$ cat src/rgbhsv_pkg.sv
package rgbhsv_pkg;

  localparam int unsigned PIX_W    = 8;
  localparam int unsigned NUM_CELLS = 8;  // one cell per quotient bit
  localparam int unsigned SAT_NUM_W = 16;
  localparam int unsigned HUE_NUM_W = 14;
  localparam int unsigned DSH_W     = 15;

  localparam logic [5:0]       SIXTH_STEP = 6'd43;
  localparam logic [PIX_W-1:0] BASE_RED   = 8'd0;
  localparam logic [PIX_W-1:0] BASE_GREEN = 8'd85;
  localparam logic [PIX_W-1:0] BASE_BLUE  = 8'd171;

  // Payload carried from cell to cell along the divider chain.
  typedef struct packed {
    logic [SAT_NUM_W-1:0] sat_rem;
    logic [DSH_W-1:0]     sat_dsh;
    logic [PIX_W-1:0]     sat_q;
    logic [HUE_NUM_W-1:0] hue_rem;
    logic [DSH_W-1:0]     hue_dsh;
    logic [PIX_W-1:0]     hue_q;
    logic                 hue_neg;
    logic [PIX_W-1:0]     hue_base;
    logic [PIX_W-1:0]     value;
  } stage_t;

endpackage

$ cat src/rgbhsv_prep.sv
module rgbhsv_prep (
  input  logic                         clk,
  input  logic                         rst_n,
  input  logic                         accept,
  input  logic [rgbhsv_pkg::PIX_W-1:0] red_level,
  input  logic [rgbhsv_pkg::PIX_W-1:0] green_level,
  input  logic [rgbhsv_pkg::PIX_W-1:0] blue_level,
  output logic                         valid_r,
  output rgbhsv_pkg::stage_t           data_r
);

  logic [rgbhsv_pkg::PIX_W-1:0] hi_rg;
  logic [rgbhsv_pkg::PIX_W-1:0] hi;
  logic [rgbhsv_pkg::PIX_W-1:0] lo_rg;
  logic [rgbhsv_pkg::PIX_W-1:0] lo;
  logic [rgbhsv_pkg::PIX_W-1:0] chroma;
  logic [rgbhsv_pkg::PIX_W-1:0] pos_a;
  logic [rgbhsv_pkg::PIX_W-1:0] neg_a;
  logic [rgbhsv_pkg::PIX_W-1:0] base;
  logic                         diff_neg;
  logic [rgbhsv_pkg::PIX_W-1:0] diff_abs;
  logic                         valid_nxt;
  rgbhsv_pkg::stage_t           data_nxt;

  always_comb begin
    hi_rg  = (red_level > green_level) ? red_level : green_level;
    hi     = (hi_rg > blue_level) ? hi_rg : blue_level;
    lo_rg  = (red_level < green_level) ? red_level : green_level;
    lo     = (lo_rg < blue_level) ? lo_rg : blue_level;
    chroma = hi - lo;

    // Red wins ties over green and blue, green wins over blue.
    priority if (hi == red_level) begin
      base  = rgbhsv_pkg::BASE_RED;
      pos_a = green_level;
      neg_a = blue_level;
    end else if (hi == green_level) begin
      base  = rgbhsv_pkg::BASE_GREEN;
      pos_a = blue_level;
      neg_a = red_level;
    end else begin
      base  = rgbhsv_pkg::BASE_BLUE;
      pos_a = red_level;
      neg_a = green_level;
    end

    diff_neg = pos_a < neg_a;
    diff_abs = diff_neg ? (neg_a - pos_a) : (pos_a - neg_a);

    // Both quotients fit in eight bits, so the divisor starts shifted by seven.
    // Saturation divides by the value, hue by the chroma.
    data_nxt.sat_rem  = {chroma, 8'd0} - {8'd0, chroma};
    data_nxt.sat_dsh  = {hi, 7'd0};
    data_nxt.sat_q    = '0;
    data_nxt.hue_rem  = rgbhsv_pkg::HUE_NUM_W'(diff_abs * rgbhsv_pkg::SIXTH_STEP);
    data_nxt.hue_dsh  = {chroma, 7'd0};
    data_nxt.hue_q    = '0;
    data_nxt.hue_neg  = diff_neg;
    data_nxt.hue_base = base;
    data_nxt.value    = hi;
    valid_nxt         = accept;
  end

  always_ff @(posedge clk) begin
    if (!rst_n) begin
      valid_r <= 1'b0;
    end else begin
      valid_r <= valid_nxt;
    end
  end

  always_ff @(posedge clk) begin
    data_r <= data_nxt;
  end

endmodule

$ cat src/rgbhsv_div_cell.sv
module rgbhsv_div_cell (
  input  logic               clk,
  input  logic               rst_n,
  input  logic               valid_in,
  input  rgbhsv_pkg::stage_t data_in,
  output logic               valid_r,
  output rgbhsv_pkg::stage_t data_r
);

  logic               sat_ge;
  logic               hue_ge;
  logic               valid_nxt;
  rgbhsv_pkg::stage_t data_nxt;

  // One restoring step for each of the two divisions.
  always_comb begin
    data_nxt = data_in;
    sat_ge   = data_in.sat_rem >= {1'b0, data_in.sat_dsh};
    hue_ge   = {1'b0, data_in.hue_rem} >= data_in.hue_dsh;
    if (sat_ge) begin
      data_nxt.sat_rem = data_in.sat_rem - {1'b0, data_in.sat_dsh};
    end
    if (hue_ge) begin
      data_nxt.hue_rem = rgbhsv_pkg::HUE_NUM_W'({1'b0, data_in.hue_rem} - data_in.hue_dsh);
    end
    data_nxt.sat_q   = {data_in.sat_q[rgbhsv_pkg::PIX_W-2:0], sat_ge};
    data_nxt.hue_q   = {data_in.hue_q[rgbhsv_pkg::PIX_W-2:0], hue_ge};
    data_nxt.sat_dsh = data_in.sat_dsh >> 1;
    data_nxt.hue_dsh = data_in.hue_dsh >> 1;
    valid_nxt        = valid_in;
  end

  always_ff @(posedge clk) begin
    if (!rst_n) begin
      valid_r <= 1'b0;
    end else begin
      valid_r <= valid_nxt;
    end
  end

  always_ff @(posedge clk) begin
    data_r <= data_nxt;
  end

endmodule

$ cat src/rgbhsv_post.sv
module rgbhsv_post (
  input  logic                         clk,
  input  logic                         rst_n,
  input  logic                         valid_in,
  input  rgbhsv_pkg::stage_t           data_in,
  output logic                         valid_r,
  output logic [rgbhsv_pkg::PIX_W-1:0] hue_r,
  output logic [rgbhsv_pkg::PIX_W-1:0] sat_r,
  output logic [rgbhsv_pkg::PIX_W-1:0] value_r
);

  logic                         valid_nxt;
  logic [rgbhsv_pkg::PIX_W-1:0] hue_nxt;
  logic [rgbhsv_pkg::PIX_W-1:0] sat_nxt;
  logic [rgbhsv_pkg::PIX_W-1:0] value_nxt;

  // A black pixel divided by a zero value, so its saturation is forced to zero.
  // A grey or black pixel has a zero saturation and gets hue zero;
  // its hue quotient is meaningless because chroma was zero.
  always_comb begin
    valid_nxt = valid_in;
    sat_nxt   = (data_in.value == '0) ? '0 : data_in.sat_q;
    value_nxt = data_in.value;
    if (sat_nxt == '0) begin
      hue_nxt = '0;
    end else if (data_in.hue_neg) begin
      hue_nxt = data_in.hue_base - data_in.hue_q;
    end else begin
      hue_nxt = data_in.hue_base + data_in.hue_q;
    end
  end

  always_ff @(posedge clk) begin
    if (!rst_n) begin
      valid_r <= 1'b0;
    end else begin
      valid_r <= valid_nxt;
    end
  end

  always_ff @(posedge clk) begin
    hue_r   <= hue_nxt;
    sat_r   <= sat_nxt;
    value_r <= value_nxt;
  end

endmodule

$ cat src/rgb_to_hsv_8bit.sv
// RGB to HSV conversion of 8-bit pixels.
// Input: drive in_red_level, in_green_level and in_blue_level and raise start;
// the item is taken at the clock edge where start is high and busy is low.
// busy is always low, so a new item may be given in every cycle.
// Output: out_valid is high for exactly one cycle with out_hue_out,
// out_saturation_out and out_value_out; the receiver must take it then.
// From the accepting edge an item passes one preparation register, a chain
// of eight divider cells (one quotient bit each for saturation and hue), and
// one output register.
// Throughput is one item per cycle; the chain holds up to ten items in flight.
// Results leave in the order items were taken.
// Synchronous reset (rst_n low) clears every valid bit, dropping items in
// flight; pixel data in the chain is not cleared.
module rgb_to_hsv_8bit (
  input  logic                         clk,
  input  logic                         rst_n,
  input  logic                         start,
  output logic                         busy,
  input  logic [rgbhsv_pkg::PIX_W-1:0] in_red_level,
  input  logic [rgbhsv_pkg::PIX_W-1:0] in_green_level,
  input  logic [rgbhsv_pkg::PIX_W-1:0] in_blue_level,
  output logic                         out_valid,
  output logic [rgbhsv_pkg::PIX_W-1:0] out_hue_out,
  output logic [rgbhsv_pkg::PIX_W-1:0] out_saturation_out,
  output logic [rgbhsv_pkg::PIX_W-1:0] out_value_out
);

  logic                      accept;
  logic                      chain_valid [rgbhsv_pkg::NUM_CELLS+1];
  rgbhsv_pkg::stage_t        chain_data  [rgbhsv_pkg::NUM_CELLS+1];

  assign busy   = 1'b0;
  assign accept = start && !busy;

  rgbhsv_prep u_prep (
    .clk         (clk),
    .rst_n       (rst_n),
    .accept      (accept),
    .red_level   (in_red_level),
    .green_level (in_green_level),
    .blue_level  (in_blue_level),
    .valid_r     (chain_valid[0]),
    .data_r      (chain_data[0])
  );

  for (genvar i = 0; i < rgbhsv_pkg::NUM_CELLS; i++) begin : g_cell
    rgbhsv_div_cell u_cell (
      .clk      (clk),
      .rst_n    (rst_n),
      .valid_in (chain_valid[i]),
      .data_in  (chain_data[i]),
      .valid_r  (chain_valid[i+1]),
      .data_r   (chain_data[i+1])
    );
  end

  rgbhsv_post u_post (
    .clk      (clk),
    .rst_n    (rst_n),
    .valid_in (chain_valid[rgbhsv_pkg::NUM_CELLS]),
    .data_in  (chain_data[rgbhsv_pkg::NUM_CELLS]),
    .valid_r  (out_valid),
    .hue_r    (out_hue_out),
    .sat_r    (out_saturation_out),
    .value_r  (out_value_out)
  );

  // Every accepted item must come out of the chain as a valid result.
  a_latency: assert property (@(posedge clk) disable iff (!rst_n)
    accept |-> ##10 out_valid)
    else $error("item did not leave the chain after ten cycles");

  a_no_stray: assert property (@(posedge clk) disable iff (!rst_n)
    out_valid |-> $past(accept, 10))
    else $error("result without a matching accepted item");

  // A black pixel has no chroma, so saturation must come out zero.
  a_black_sat: assert property (@(posedge clk) disable iff (!rst_n)
    (out_valid && out_value_out == '0) |-> out_saturation_out == '0)
    else $error("nonzero saturation for a black pixel");

  a_sat_bound: assert property (@(posedge clk) disable iff (!rst_n)
    (out_valid && out_saturation_out != '0) |-> out_value_out != '0)
    else $error("saturation set with zero value");

endmodule
$ cat config.mk
export PLATFORM = sky130hd
export DESIGN_NAME = rgb_to_hsv_8bit
export DESIGN_NICKNAME = d
export VERILOG_FILES = /design/src/rgbhsv_pkg.sv /design/src/rgbhsv_prep.sv /design/src/rgbhsv_div_cell.sv /design/src/rgbhsv_post.sv /design/src/rgb_to_hsv_8bit.sv
export SDC_FILE = /design/constraint.sdc
export NUM_CORES = 1
export LEC_CHECK = 0
export ABC_CLOCK_PERIOD_IN_PS = 12700
export BUFFER_PORTS_ARGS = -buffer_cell sky130_fd_sc_hd__buf_4
export CORE_MARGIN = 4
export CORE_UTILIZATION = 35
export DETAILED_ROUTE_END_ITERATION = 12
export PLACE_DENSITY = 0.47
export SLEW_MARGIN = 40
export SYNTH_ARGS = -nofsm -noshare
export SYNTH_HDL_FRONTEND = slang
export SYNTH_SLANG_ARGS = --single-unit
$ cat constraint.sdc
create_clock -name clk -period 12.7 [get_ports clk]
set_clock_uncertainty 0.15 [all_clocks]
set_input_delay 0.635 -clock clk [delete_from_list [all_inputs] [get_ports clk]]
set_output_delay 0.635 -clock clk [all_outputs]
set_load 0.1 [all_outputs]
After elaboration in Yosys (flattened, before gate mapping) --
Index checks and enable logic that the tools add are counted.
Word-level totals: input bits 27, flip-flop bits (word level) 563, output and inout port bits 26
Operators by class: magnitude comparators 21, mux-type cells 26, $add $sub $neg 20, multipliers 1, reduce and logical (&&, ||, !) cells 2, equality and inequality tests 2
Operator list (count):
- 16-bit two-way mux | 7
- 14-bit two-way mux | 7
- 8-bit two-way mux | 12
- 8-bit subtractor | 4
- 14-bit subtractor | 2
- 8-bit less-than comparator | 3
- 8-bit == test | 2
- 16-bit by 10-bit >= comparator with 1-bit output | 1
- 16-bit by 11-bit >= comparator with 1-bit output | 1
- 16-bit by 12-bit >= comparator with 1-bit output | 1
- 16-bit by 13-bit >= comparator with 1-bit output | 1
- 16-bit by 14-bit >= comparator with 1-bit output | 1
- 16-bit by 15-bit >= comparator with 1-bit output | 1
- 16-bit by 8-bit >= comparator with 1-bit output | 1
- 16-bit by 9-bit >= comparator with 1-bit output | 1
- 8-bit > comparator | 2
- 8-bit zero test | 2
- 16-bit by 10-bit subtractor with 16-bit output | 1
- 16-bit by 11-bit subtractor with 16-bit output | 1
- 16-bit by 12-bit subtractor with 16-bit output | 1
- 16-bit by 13-bit subtractor with 16-bit output | 1
- 16-bit by 14-bit subtractor with 16-bit output | 1
- 16-bit by 15-bit subtractor with 16-bit output | 1
- 16-bit by 8-bit subtractor with 16-bit output | 1
- 16 further kinds | 16

Logic depth before layout (Yosys ltp) --
Gate-level depths: netlist of the first run.
depth after elaboration 10, depth in mapped cells 45, mapped depth without buffers 43

Modules after synthesis --
From an unflattened synthesis of the first run, not the netlist that was laid out.
Second synthesis, totals: cells, all modules 3589, area, all modules 37232.0 µm²
By module, submodules not included:
- rgbhsv_div_cell at g_cell[1].u_cell ... | cells an instance 354, times used 5, area an instance 3846.2 µm², sequential area each 1841.8 µm²
- rgbhsv_div_cell at g_cell[0].u_cell ... | cells an instance 368, times used 2, area an instance 3813.7 µm², sequential area each 1841.8 µm²
- rgbhsv_prep | cells an instance 605, times used 1, area an instance 5474.0 µm², sequential area each 1001.0 µm²
- rgbhsv_div_cell at g_cell[2].u_cell | cells an instance 367, times used 1, area an instance 3812.4 µm², sequential area each 1841.8 µm²
- rgbhsv_post | cells an instance 109, times used 1, area an instance 1076.0 µm², sequential area each 500.5 µm²
- rgb_to_hsv_8bit | cells an instance 2, times used 1, area an instance 11.3 µm², sequential area each 0.0 µm²

Least setup slack after synthesis of the first run --
OpenSTA, ideal clock, no wires.
path type input -> register, from input port in_green_level[3] in the netlist's numbering, to register u_prep.data_r[53] in the netlist's numbering, arrival time 9.780 ns, slack 2.698 ns, data required time 12.478 ns, stages on the path 43, setup time 0.072 ns, cell sequence clkbuf_1 -> inv_1 -> ha_1 -> and4_1 -> and2b_1 -> nor2_2 -> nor2_2 -> mux2_2 -> ha_1 -> nand4_1 -> nor2_1 -> a21oi_1 -> nor2_4 -> nor3_1 -> a221oi_1 -> a21oi_1 -> a2111oi_4 -> buf_6 -> [... 7 more ...] -> a311oi_1 -> o21ai_1 -> a21oi_1 -> xnor2_1 -> ha_1 -> fa_1 -> inv_1 -> fa_1 -> inv_1 -> ha_1 -> inv_1 -> o21bai_1 -> a21oi_1 -> o21bai_1 -> a21oi_1 -> o21bai_1 -> a21oi_1 -> xnor2_1
RTL lines:
- start: declaration | RTL line rgb_to_hsv_8bit.sv:20 | input logic [rgbhsv_pkg::PIX_W-1:0] in_green_level,
- end signal: assignment | RTL line rgbhsv_prep.sv:73 | data_r <= data_nxt;
- end: declaration | RTL line rgbhsv_prep.sv:9 | output rgbhsv_pkg::stage_t data_r

==> results.json, run 1 <==
{
  "cts_made_buffers": 54,
  "grt_pass1_vias": 14840,
  "critPathLaunchType": "primary input",
  "syn-num-nets": 2446,
  "slew_headroom_pct": 47.92,
  "seq_area_frac_synth_pct": 46.61,
  "synth_area_leaders": "dfxtp_1 47%, ha_1 12%, inv_1 4.2%",
  "slew_violations": 0,
  "setup_slack_ns": 1.969,
  "cts_hold_buf": 0,
  "synth_top_area_share_pct": 46.61,
  "setup.worst_path.end_class": "register",
  "drive_above_1_share_pct": 9.493,
  "fin_area_mm2": 0.02499,
  "postSynthCellCount": 2177,
  "required_ns": 13.05,
  "io_buffers": 51,
  "grt_antenna_before_repair": 0,
  "synthSimpleGateAreaFrac_pct": 11.09,
  "worst_pin_slew_ns": 0.7616,
  "die_w_um": 258.2,
  "worst-setup-path-type": "in2reg",
  "hold_viol_final": 0,
  "cp_max_fo": 33,
  "grt_pass1_wl_um": 71910,
  "cts.sinks": 510,
  "crit_path_max_incr_delay_ns": 0.53,
  "arrival_ns": 11.08,
  "drcViolationCount": 0,
  "n_antenna_cell": 0,
  "synth_xor_xnor_area_share_pct": 6.311,
  "outcome": "complete, no violations",
  "grt-ovfl-total": 0,
  "min_period_ns": 10.73,
  "placed_cells": 3027,
  "syn_avg_cell_area_um2": 10.06,
  "synthAdderAreaFrac_pct": 14.75,
  "first_pass_iters": 4,
  "path_delay_family": "compound AO/OA/AOI/OAI gates",
  "area_growth_pct": 14.06,
  "wirelength_um": 42850,
  "syn_area_mm2": 0.02191,
  "grt.total_usage_pct": 12.95,
  "ys_seq_elements": 510,
  "htree_levels": 2,
  "r2r_slack_ns": 9.23,
  "clk_pin_slew_worst_paths_ns": 0.06,
  "clock_latency_ns": 0.58,
  "place_congestion": 0.8095,
  "drtAntennaViolNets": 0,
  "synthArstFlopShare_pct": 0,
  "rows": 91,
  "stdcell_count": 3123,
  "wl_per_cell_um": 13.72,
  "postCtsSetupRepairBufs": 0,
  "via_per_inst": 4.557,
  "cpMostUsedCell": "a21oi_1",
  "finalSetupViolations": 0,
  "cts_tree": "done",
  "post-place-ws_ns": 1.382,
  "postCtsResizedCells": 0,
  "core_mm2": 0.06183,
  "first_iter_violations": 528,
  "cap_violations": 0,
  "placed_area_mm2": 0.02320,
  "clk_path_buf_depth": 3,
  "muxShareOfSynthArea_pct": 4.495,
  "synth_edf_count": 0,
  "timing.final.crit_share_pct": 84.49,
  "synth_compound_area_share_pct": 11.60,
  "die_area_mm2": 0.06665,
  "synth_top_family_by_area": "adder cells",
  "yosys.area.top_type": "dfxtp_1",
  "place_hpwl_um": 33640,
  "rsz0062_at_grt": "no",
  "fmax_mhz": 93.19,
  "cts_root_buf": "clkbuf_16",
  "ys_warn_count": 0,
  "die_h_um": 258.2,
  "cp_num_buf_inv": 6,
  "start_util_pct": 35.43,
  "fin_nets": 2515,
  "ys_types": 78,
  "yosys_most_used_dff": "dfxtp_1",
  "vias": 14230,
  "io_pins": 53,
  "crit_slowest_cell": "fa_1",
  "tns_ns": 0,
  "grt_max_degree": 34,
  "hold_class": "in2reg"
}
==> synth_stat cells (3+ instances only) <==
cell type,instances
o31ai_1,22
a21o_1,51
a21oi_1,93
o211ai_1,6
o31a_1,4
and2_1,26
a221oi_1,3
buf_2,4
xnor2_1,91
a31oi_1,11
inv_1,247
nor4b_1,4
nand2b_1,29
nand3b_1,5
nand4b_1,7
or2_2,4
o21bai_1,12
nand3_1,9
o21a_1,14
nand4_1,22
a211o_1,3
a21boi_0,21
nor3_1,28
fa_1,27
dfxtp_1,510
nand2_1,132
nor2_2,3
mux2_1,7
o211a_1,3
xor2_1,65
o21ai_0,114
o21ai_1,4
nor2b_1,45
nor4_1,27
a211oi_2,5
ha_1,215
a211oi_1,8
mux2i_1,41
clkbuf_1,36
nor2_1,121
or3_1,7
mux2_2,44
==> final cells by class <==
| class | instances | area [µm²] |
|---|---|---|
| Tap cell | 837 | 1047 |
| Sequential cell | 510 | 10210 |
| Clock inverter | 20 | 197.7 |
| Fill cell | 5948 | 36840 |
| Multi-Input combinational cell | 1375 | 10590 |
| Clock buffer | 76 | 1584 |
| Timing Repair Buffer | 57 | 427.9 |
| Inverter | 248 | 930.9 |
==> sequential cells by signal, summed over array words and instances (netlist names) <==
register and flops:
u_prep.data_r 49, u_post.sat_r 8, g_cell.u_cell.valid_r 8, u_post.hue_r 8, u_post.valid_r 1, u_prep.valid_r 1, g_cell.u_cell.data_r 427, u_post.value_r 8
==> per-stage QoR <==
step                      hold slack (ns)  utilization, %
after floorplan                    0.1596               -
after global placement             0.1601           37.51
after detailed placement           0.1621           37.53
after CTS                         0.06573           40.41
after global routing              0.08802           40.41
final                              0.1184           40.41
==> final timing paths <==
check / start / to / depth (start not counted)
max: in_green_level[5] / u_prep.data_r[53]$_DFF_P_ / 43
min: start / u_prep.valid_r$_SDFF_PN0_ / 2
max reg2reg: g_cell[3].u_cell.data_r[1]$_DFF_P_ / g_cell[4].u_cell.data_r[87]$_DFF_P_ / 11
min reg2reg: g_cell[6].u_cell.data_r[54]$_DFF_P_ / g_cell[7].u_cell.data_r[55]$_DFF_P_ / 0
==> cell families (layout without fill, tap and decap cells) <==
logic type / after synthesis / after routing
XOR/XNOR: 157 / 157
buffers and inverters: 292 / 401
other: 1 / 1
AO/OA/AOI/OAI: 397 / 397
flip-flops: 510 / 510
adder cells (fa/ha/maj): 242 / 242
multiplexers: 92 / 92
AND/OR/NAND/NOR: 486 / 486
==> layout by cell type (no fill, tap or decap), types with 22 or more instances in the layout <==
cell type	n
a21o_1	51
a21oi_1	92
and2_1	26
buf_4	57
clkbuf_16	54
dfxtp_1	510
fa_1	27
ha_1	215
inv_1	247
mux2_2	44
mux2i_1	41
nand2_1	132
nand2b_1	29
nand4_1	22
nor2_1	121
nor2b_1	45
nor3_1	28
nor4_1	27
o21ai_0	114
o31ai_1	22
xnor2_1	91
xor2_1	65
==> layer usage <==
layer,vias to the layer above,part of all wire [%],global-route usage (%)
met2,175,51,24.30
met5,-,0,0
li1,7476,-,-
met1,6496,42,14.65
met4,0,3.5,4.687
met3,85,3.3,2.256
Power of run 1 is not shown: default switching activity piles up to over one toggle a cycle in this logic, so the estimate is an artifact.
==> run 2: changes to the inputs <==
--- a/config.mk
+++ b/config.mk
@@ -5,7 +5,7 @@
 export SDC_FILE = /design/constraint.sdc
 export NUM_CORES = 1
 export LEC_CHECK = 0
-export ABC_CLOCK_PERIOD_IN_PS = 12700
+export ABC_CLOCK_PERIOD_IN_PS = 11250
 export BUFFER_PORTS_ARGS = -buffer_cell sky130_fd_sc_hd__buf_4
 export CORE_MARGIN = 4
 export CORE_UTILIZATION = 35
==> constraint.sdc (replaced) <==
create_clock -name clk -period 11.25 [get_ports clk]
set_clock_uncertainty 0.15 [all_clocks]
set_input_delay 0.5625 -clock clk [delete_from_list [all_inputs] [get_ports clk]]
set_output_delay 0.5625 -clock clk [all_outputs]
set_load 0.1 [all_outputs]
==> run 2 against run 1 <==
Non-clock buffer count rose by 3. Wire length fell by 0.89%. Sequential cell count did not move. First-iteration DRC count fell by 9.3%. Final area rose by 0.56%. Cell count rose by 0.26%. Global-route usage barely moved. Setup slack got worse by 0.93 ns. Via count fell by 0.39%. Worst hold slack got worse by 0.020 ns. Sequential share of layout area fell by 0.23 points. Register-to-register slack got worse by 1.5 ns.
==> results.json, run 2 (same netlist as run 1, synthesis figures left out) <==
{
  "outcome": "complete, no violations",
  "n_antenna_cell": 0,
  "hp-start": "rst_n",
  "cp_max_fo": 31,
  "cpMostUsedCell": "a21oi_1",
  "vias": 14180,
  "grt_antenna_before_repair": 0,
  "post-place-ws_ns": 0.3961,
  "nFillCells": 5974,
  "final_common_cell": "dfxtp_1",
  "fmax_mhz": 97.91,
  "postCtsResizedCells": 0,
  "grt_pass1_wl_um": 71970,
  "multiInputGateArea_mm2": 0.01058,
  "hold_viol_final": 0,
  "wl_per_cell_um": 13.56,
  "fin_nets": 2518,
  "hold_path_end": "u_prep.valid_r$_SDFF_PN0_",
  "htree_levels": 2,
  "area_growth_pct": 14.70,
  "drcViolationCount": 0,
  "cts_tree": "done",
  "largest_reg_flops": 427,
  "rsz0062_at_grt": "no",
  "largest_register": "g_cell.u_cell.data_r",
  "setup_slack_ns": 1.036,
  "crit_slowest_cell": "fa_1",
  "min_period_ns": 10.21,
  "whs_ns": 0.09820,
  "finalSetupViolations": 0,
  "timing.final.crit_share_pct": 90.79,
  "grt.total_usage_pct": 12.99,
  "clock_latency_ns": 0.58,
  "hold_class": "in2reg",
  "worst-setup-path-type": "in2reg",
  "crit_path_max_incr_delay_ns": 0.53,
  "place_congestion": 0.8104,
  "reg_top3": "g_cell.u_cell.data_r (427), u_prep.data_r (49)",
  "cts_root_buf": "clkbuf_16",
  "grt_pass1_vias": 14980,
  "cts_made_buffers": 54,
  "first_iter_violations": 479,
  "grt-ovfl-total": 0,
  "tns_ns": 0,
  "r2r_slack_ns": 7.74,
  "place_hpwl_um": 33510,
  "drive_above_1_share_pct": 9.939,
  "rows": 91,
  "slew_violations": 0,
  "first_pass_iters": 6,
  "die_area_mm2": 0.06665,
  "required_ns": 11.60,
  "reg2reg_depth": 11,
  "io_pins": 53,
  "die_h_um": 258.2,
  "critPathLaunchType": "primary input",
  "via_per_inst": 4.528,
  "final-seq-area_mm2": 0.01021,
  "slew_headroom_pct": 48.19,
  "grt_max_degree": 32,
  "whs_path_depth": 2,
  "drtAntennaViolNets": 0,
  "io_buffers": 51,
  "clk_path_buf_depth": 3,
  "cts.sinks": 510,
  "clk_pin_slew_worst_paths_ns": 0.06,
  "setup.worst_path.end_class": "register",
  "layout_common_cells": "510 x dfxtp_1, 247 x inv_1, 215 x ha_1, 132 x nand2_1, 121 x nor2_1",
  "wirelength_um": 42470,
  "cts_hold_buf": 1,
  "worst_pin_slew_ns": 0.7746,
  "start_util_pct": 35.43,
  "cap_violations": 0,
  "r2r-start": "g_cell[3].u_cell.data_r[1]$_DFF_P_",
  "arrival_ns": 10.57,
  "worstReg2RegEnd": "g_cell[4].u_cell.data_r[87]$_DFF_P_",
  "postCtsSetupRepairBufs": 0,
  "core_mm2": 0.06183,
  "die_w_um": 258.2
}
## run 2: cell count changes in the layout (fill, tap and decap cells not counted), moves of 2 or more
cell / before / now
clkinvlp_4: 3 / 11
clkbuf_8: 15 / 10
clkbuf_1: 7 / 3
bufinv_16: 3 / 6
clkinv_4: 0 / 3
clkinv_2: 12 / 10
inv_6: 1 / 3
## run 2: cell type report
cell class	count	share of cell area, %
Clock inverter	33	1.454
Timing Repair Buffer	60	1.852
Multi-Input combinational cell	1375	42.11
Clock buffer	68	6.070
Tap cell	837	4.168
Inverter	248	3.705
Sequential cell	510	40.64
## run 2: metal layers
layer  track usage (%)  vias to the layer above  part of all wire (%)
met1             14.78                     6393                    43
li1                  -                     7499                     -
met3             2.187                      101                   3.1
met5                 0                        -                     0
met4             5.923                        0                   4.3
met2             23.74                      184                    50
## run 2: stage by stage
step / utilization [%] / std cells / area, µm²
2_1_floorplan: - / 2177 / 21910
3_3_place_gp: 37.55 / 3029 / 23220
3_5_place_dp: 37.56 / 3029 / 23220
4_1_cts: 40.64 / 3131 / 25120
5_1_grt: 40.64 / 3131 / 25130
6_report: 40.64 / 3131 / 25130
## run 2: how the worst max path moves through the flow
stage | slack [ns] | from | to | cells after the start
2_1_floorplan | 1.32 | in_green_level[3] | u_prep.data_r[53]$_DFF_P_ | 43
3_3_place_gp | 0.56 | in_green_level[5] | u_prep.data_r[53]$_DFF_P_ | 42
3_5_place_dp | 0.40 | in_green_level[5] | u_prep.data_r[53]$_DFF_P_ | 42
4_1_cts | 1.01 | in_green_level[5] | u_prep.data_r[53]$_DFF_P_ | 43
5_1_grt | 0.33 | in_green_level[5] | u_prep.data_r[53]$_DFF_P_ | 43
6_report | 1.04 | in_green_level[5] | u_prep.data_r[53]$_DFF_P_ | 43
## run 2: worst max-delay path: cells and delay by family
family / cells / cell delay [ns]
AO/OA/AOI/OAI: 16 / 2.89
adder cells (fa/ha/maj): 8 / 2.85
AND/OR/NAND/NOR: 10 / 2.03
multiplexers: 3 / 1.06
buffers and inverters: 4 / 0.64
XOR/XNOR: 2 / 0.50
Power of run 2 is left out for the same reason.
==> run 3: changes to the inputs <==
--- a/config.mk
+++ b/config.mk
@@ -6,11 +6,13 @@
 export NUM_CORES = 1
 export LEC_CHECK = 0
 export ABC_CLOCK_PERIOD_IN_PS = 11250
-export BUFFER_PORTS_ARGS = -buffer_cell sky130_fd_sc_hd__buf_4
+export BUFFER_PORTS_ARGS = -buffer_cell sky130_fd_sc_hd__buf_2
 export CORE_MARGIN = 4
 export CORE_UTILIZATION = 35
 export DETAILED_ROUTE_END_ITERATION = 12
+export HOLD_SLACK_MARGIN = 0.1
 export PLACE_DENSITY = 0.47
+export SKIP_LAST_GASP = 1
 export SLEW_MARGIN = 40
 export SYNTH_ARGS = -nofsm -noshare
 export SYNTH_HDL_FRONTEND = slang
==> run 3 against run 2 <==
Global-route usage is 0.075 points lower. First-iteration DRC count is 0.84% higher. Critical path depth stayed put. Wire length is 1.3% higher. Setup slack worse by 0.26 ns. Cell count is 0.13% lower. Non-clock buffer count is 1 lower. Fmax is 2.5% lower.
==> results.json, run 3 (same netlist as run 1, synthesis figures left out) <==
{
  "cts_root_buf": "clkbuf_16",
  "placed_cells": 3028,
  "drcViolationCount": 0,
  "required_ns": 11.63,
  "place_hpwl_um": 33880,
  "grt_antenna_before_repair": 0,
  "tns_ns": 0,
  "io_buffers": 51,
  "die_h_um": 258.2,
  "die_area_mm2": 0.06665,
  "htree_levels": 2,
  "area_growth_pct": 14.40,
  "first_pass_iters": 6,
  "critPathLaunchType": "primary input",
  "reg_top3": "g_cell.u_cell.data_r (427), u_prep.data_r (49)",
  "cts.sinks": 510,
  "hold_viol_final": 0,
  "worst_pin_slew_ns": 0.7818,
  "slew_headroom_pct": 47.71,
  "start_util_pct": 35.43,
  "outcome": "complete, no violations",
  "nFillCells": 6041,
  "io_pins": 53,
  "crit_slowest_cell": "fa_1",
  "drtAntennaViolNets": 0,
  "cts_made_buffers": 55,
  "largest_reg_flops": 427,
  "clk_path_buf_depth": 3,
  "grt_max_degree": 34,
  "cp_max_fo": 33,
  "clk_pin_slew_worst_paths_ns": 0.05,
  "clock_latency_ns": 0.60,
  "wl_per_cell_um": 13.76,
  "layout_common_cells": "510 x dfxtp_1, 247 x inv_1, 215 x ha_1, 132 x nand2_1, 121 x nor2_1",
  "stdcell_count": 3127,
  "slew_violations": 0,
  "hp-start": "rst_n",
  "cpMostUsedCell": "a21oi_1",
  "timing.final.crit_share_pct": 93.12,
  "first_iter_violations": 483,
  "n_antenna_cell": 0,
  "largest_register": "g_cell.u_cell.data_r",
  "finalSetupViolations": 0,
  "hold_class": "in2reg",
  "critPathLaunch": "in_green_level[5]",
  "min_period_ns": 10.48,
  "postCtsSetupRepairBufs": 0,
  "die_w_um": 258.2,
  "final_common_cell": "dfxtp_1",
  "grt_pass1_vias": 14640,
  "cap_violations": 0,
  "arrival_ns": 10.85,
  "fin_nets": 2518,
  "cts_tree": "done",
  "rows": 91,
  "crit_path_max_incr_delay_ns": 0.54,
  "whs_ns": 0.1406,
  "grt_pass1_wl_um": 71450,
  "core_mm2": 0.06183,
  "grt-ovfl-total": 0,
  "wirelength_um": 43010,
  "grt.total_usage_pct": 12.91,
  "fmax_mhz": 95.46,
  "drive_above_1_share_pct": 9.825,
  "via_per_inst": 4.539,
  "post-place-ws_ns": 0.1751,
  "r2r-start": "g_cell[3].u_cell.data_r[1]$_DFF_P_",
  "worst-setup-path-type": "in2reg",
  "setup.worst_path.end_class": "register",
  "rsz0062_at_grt": "no",
  "vias": 14200,
  "setup_slack_ns": 0.7745,
  "place_congestion": 0.8259
}
-- run 3: through the flow --
step	cell area, µm²	util (%)
2_1_floorplan	21910	-
3_3_place_gp	23080	37.33
3_5_place_dp	23090	37.34
4_1_cts	25060	40.53
5_1_grt	25060	40.53
6_report	25060	40.53
-- run 3: final timing paths --
check | endpoint | slack (ns) | cells past startpoint
setup / recovery | u_prep.data_r[53]$_DFF_P_ | 0.77 | 43
hold / removal | g_cell[7].u_cell.valid_r$_SDFF_PN0_ | 0.14 | 2
setup reg to reg | g_cell[4].u_cell.data_r[87]$_DFF_P_ | 7.75 | 11
hold reg to reg | g_cell[3].u_cell.data_r[18]$_DFF_P_ | 0.17 | 0
-- run 3: final cells by class --
type	count	area [µm²]	area share (%)
repair buffers	59	330.3	1.318
inverters	248	930.9	3.715
flip-flops and latches	510	10210	40.74
well taps	837	1047	4.179
clock inverters	35	473.0	1.887
clock buffers	63	1489	5.941
multi-input cells	1375	10580	42.22
-- run 3: critical path, delay by kind of cell --
family | cells | cell delay, ns
muxes | 3 | 1.17
adders and majority gates | 7 | 2.60
xor gates and xnor gates | 2 | 0.54
and+or+nand+nor | 8 | 1.92
AOI/OAI and AO/OA | 18 | 3.37
buffers and inverters | 5 | 0.64
-- run 3: routing by layer --
layer	vias up	routed length [µm]	GRT usage, %
met1	6470	18320	14.60
met2	179	22060	24.30
met5	-	0	0
li1	7467	-	-
met4	0	1191	4.356
met3	79	1434	2.403
-- run 3: what timing repair did --
action / in CTS / in global routing
resized for setup: 0 / 0
endpoints found under the hold margin: 1 / 0
hold buffers: 1 / 0
Power of run 3 is left out for the same reason.
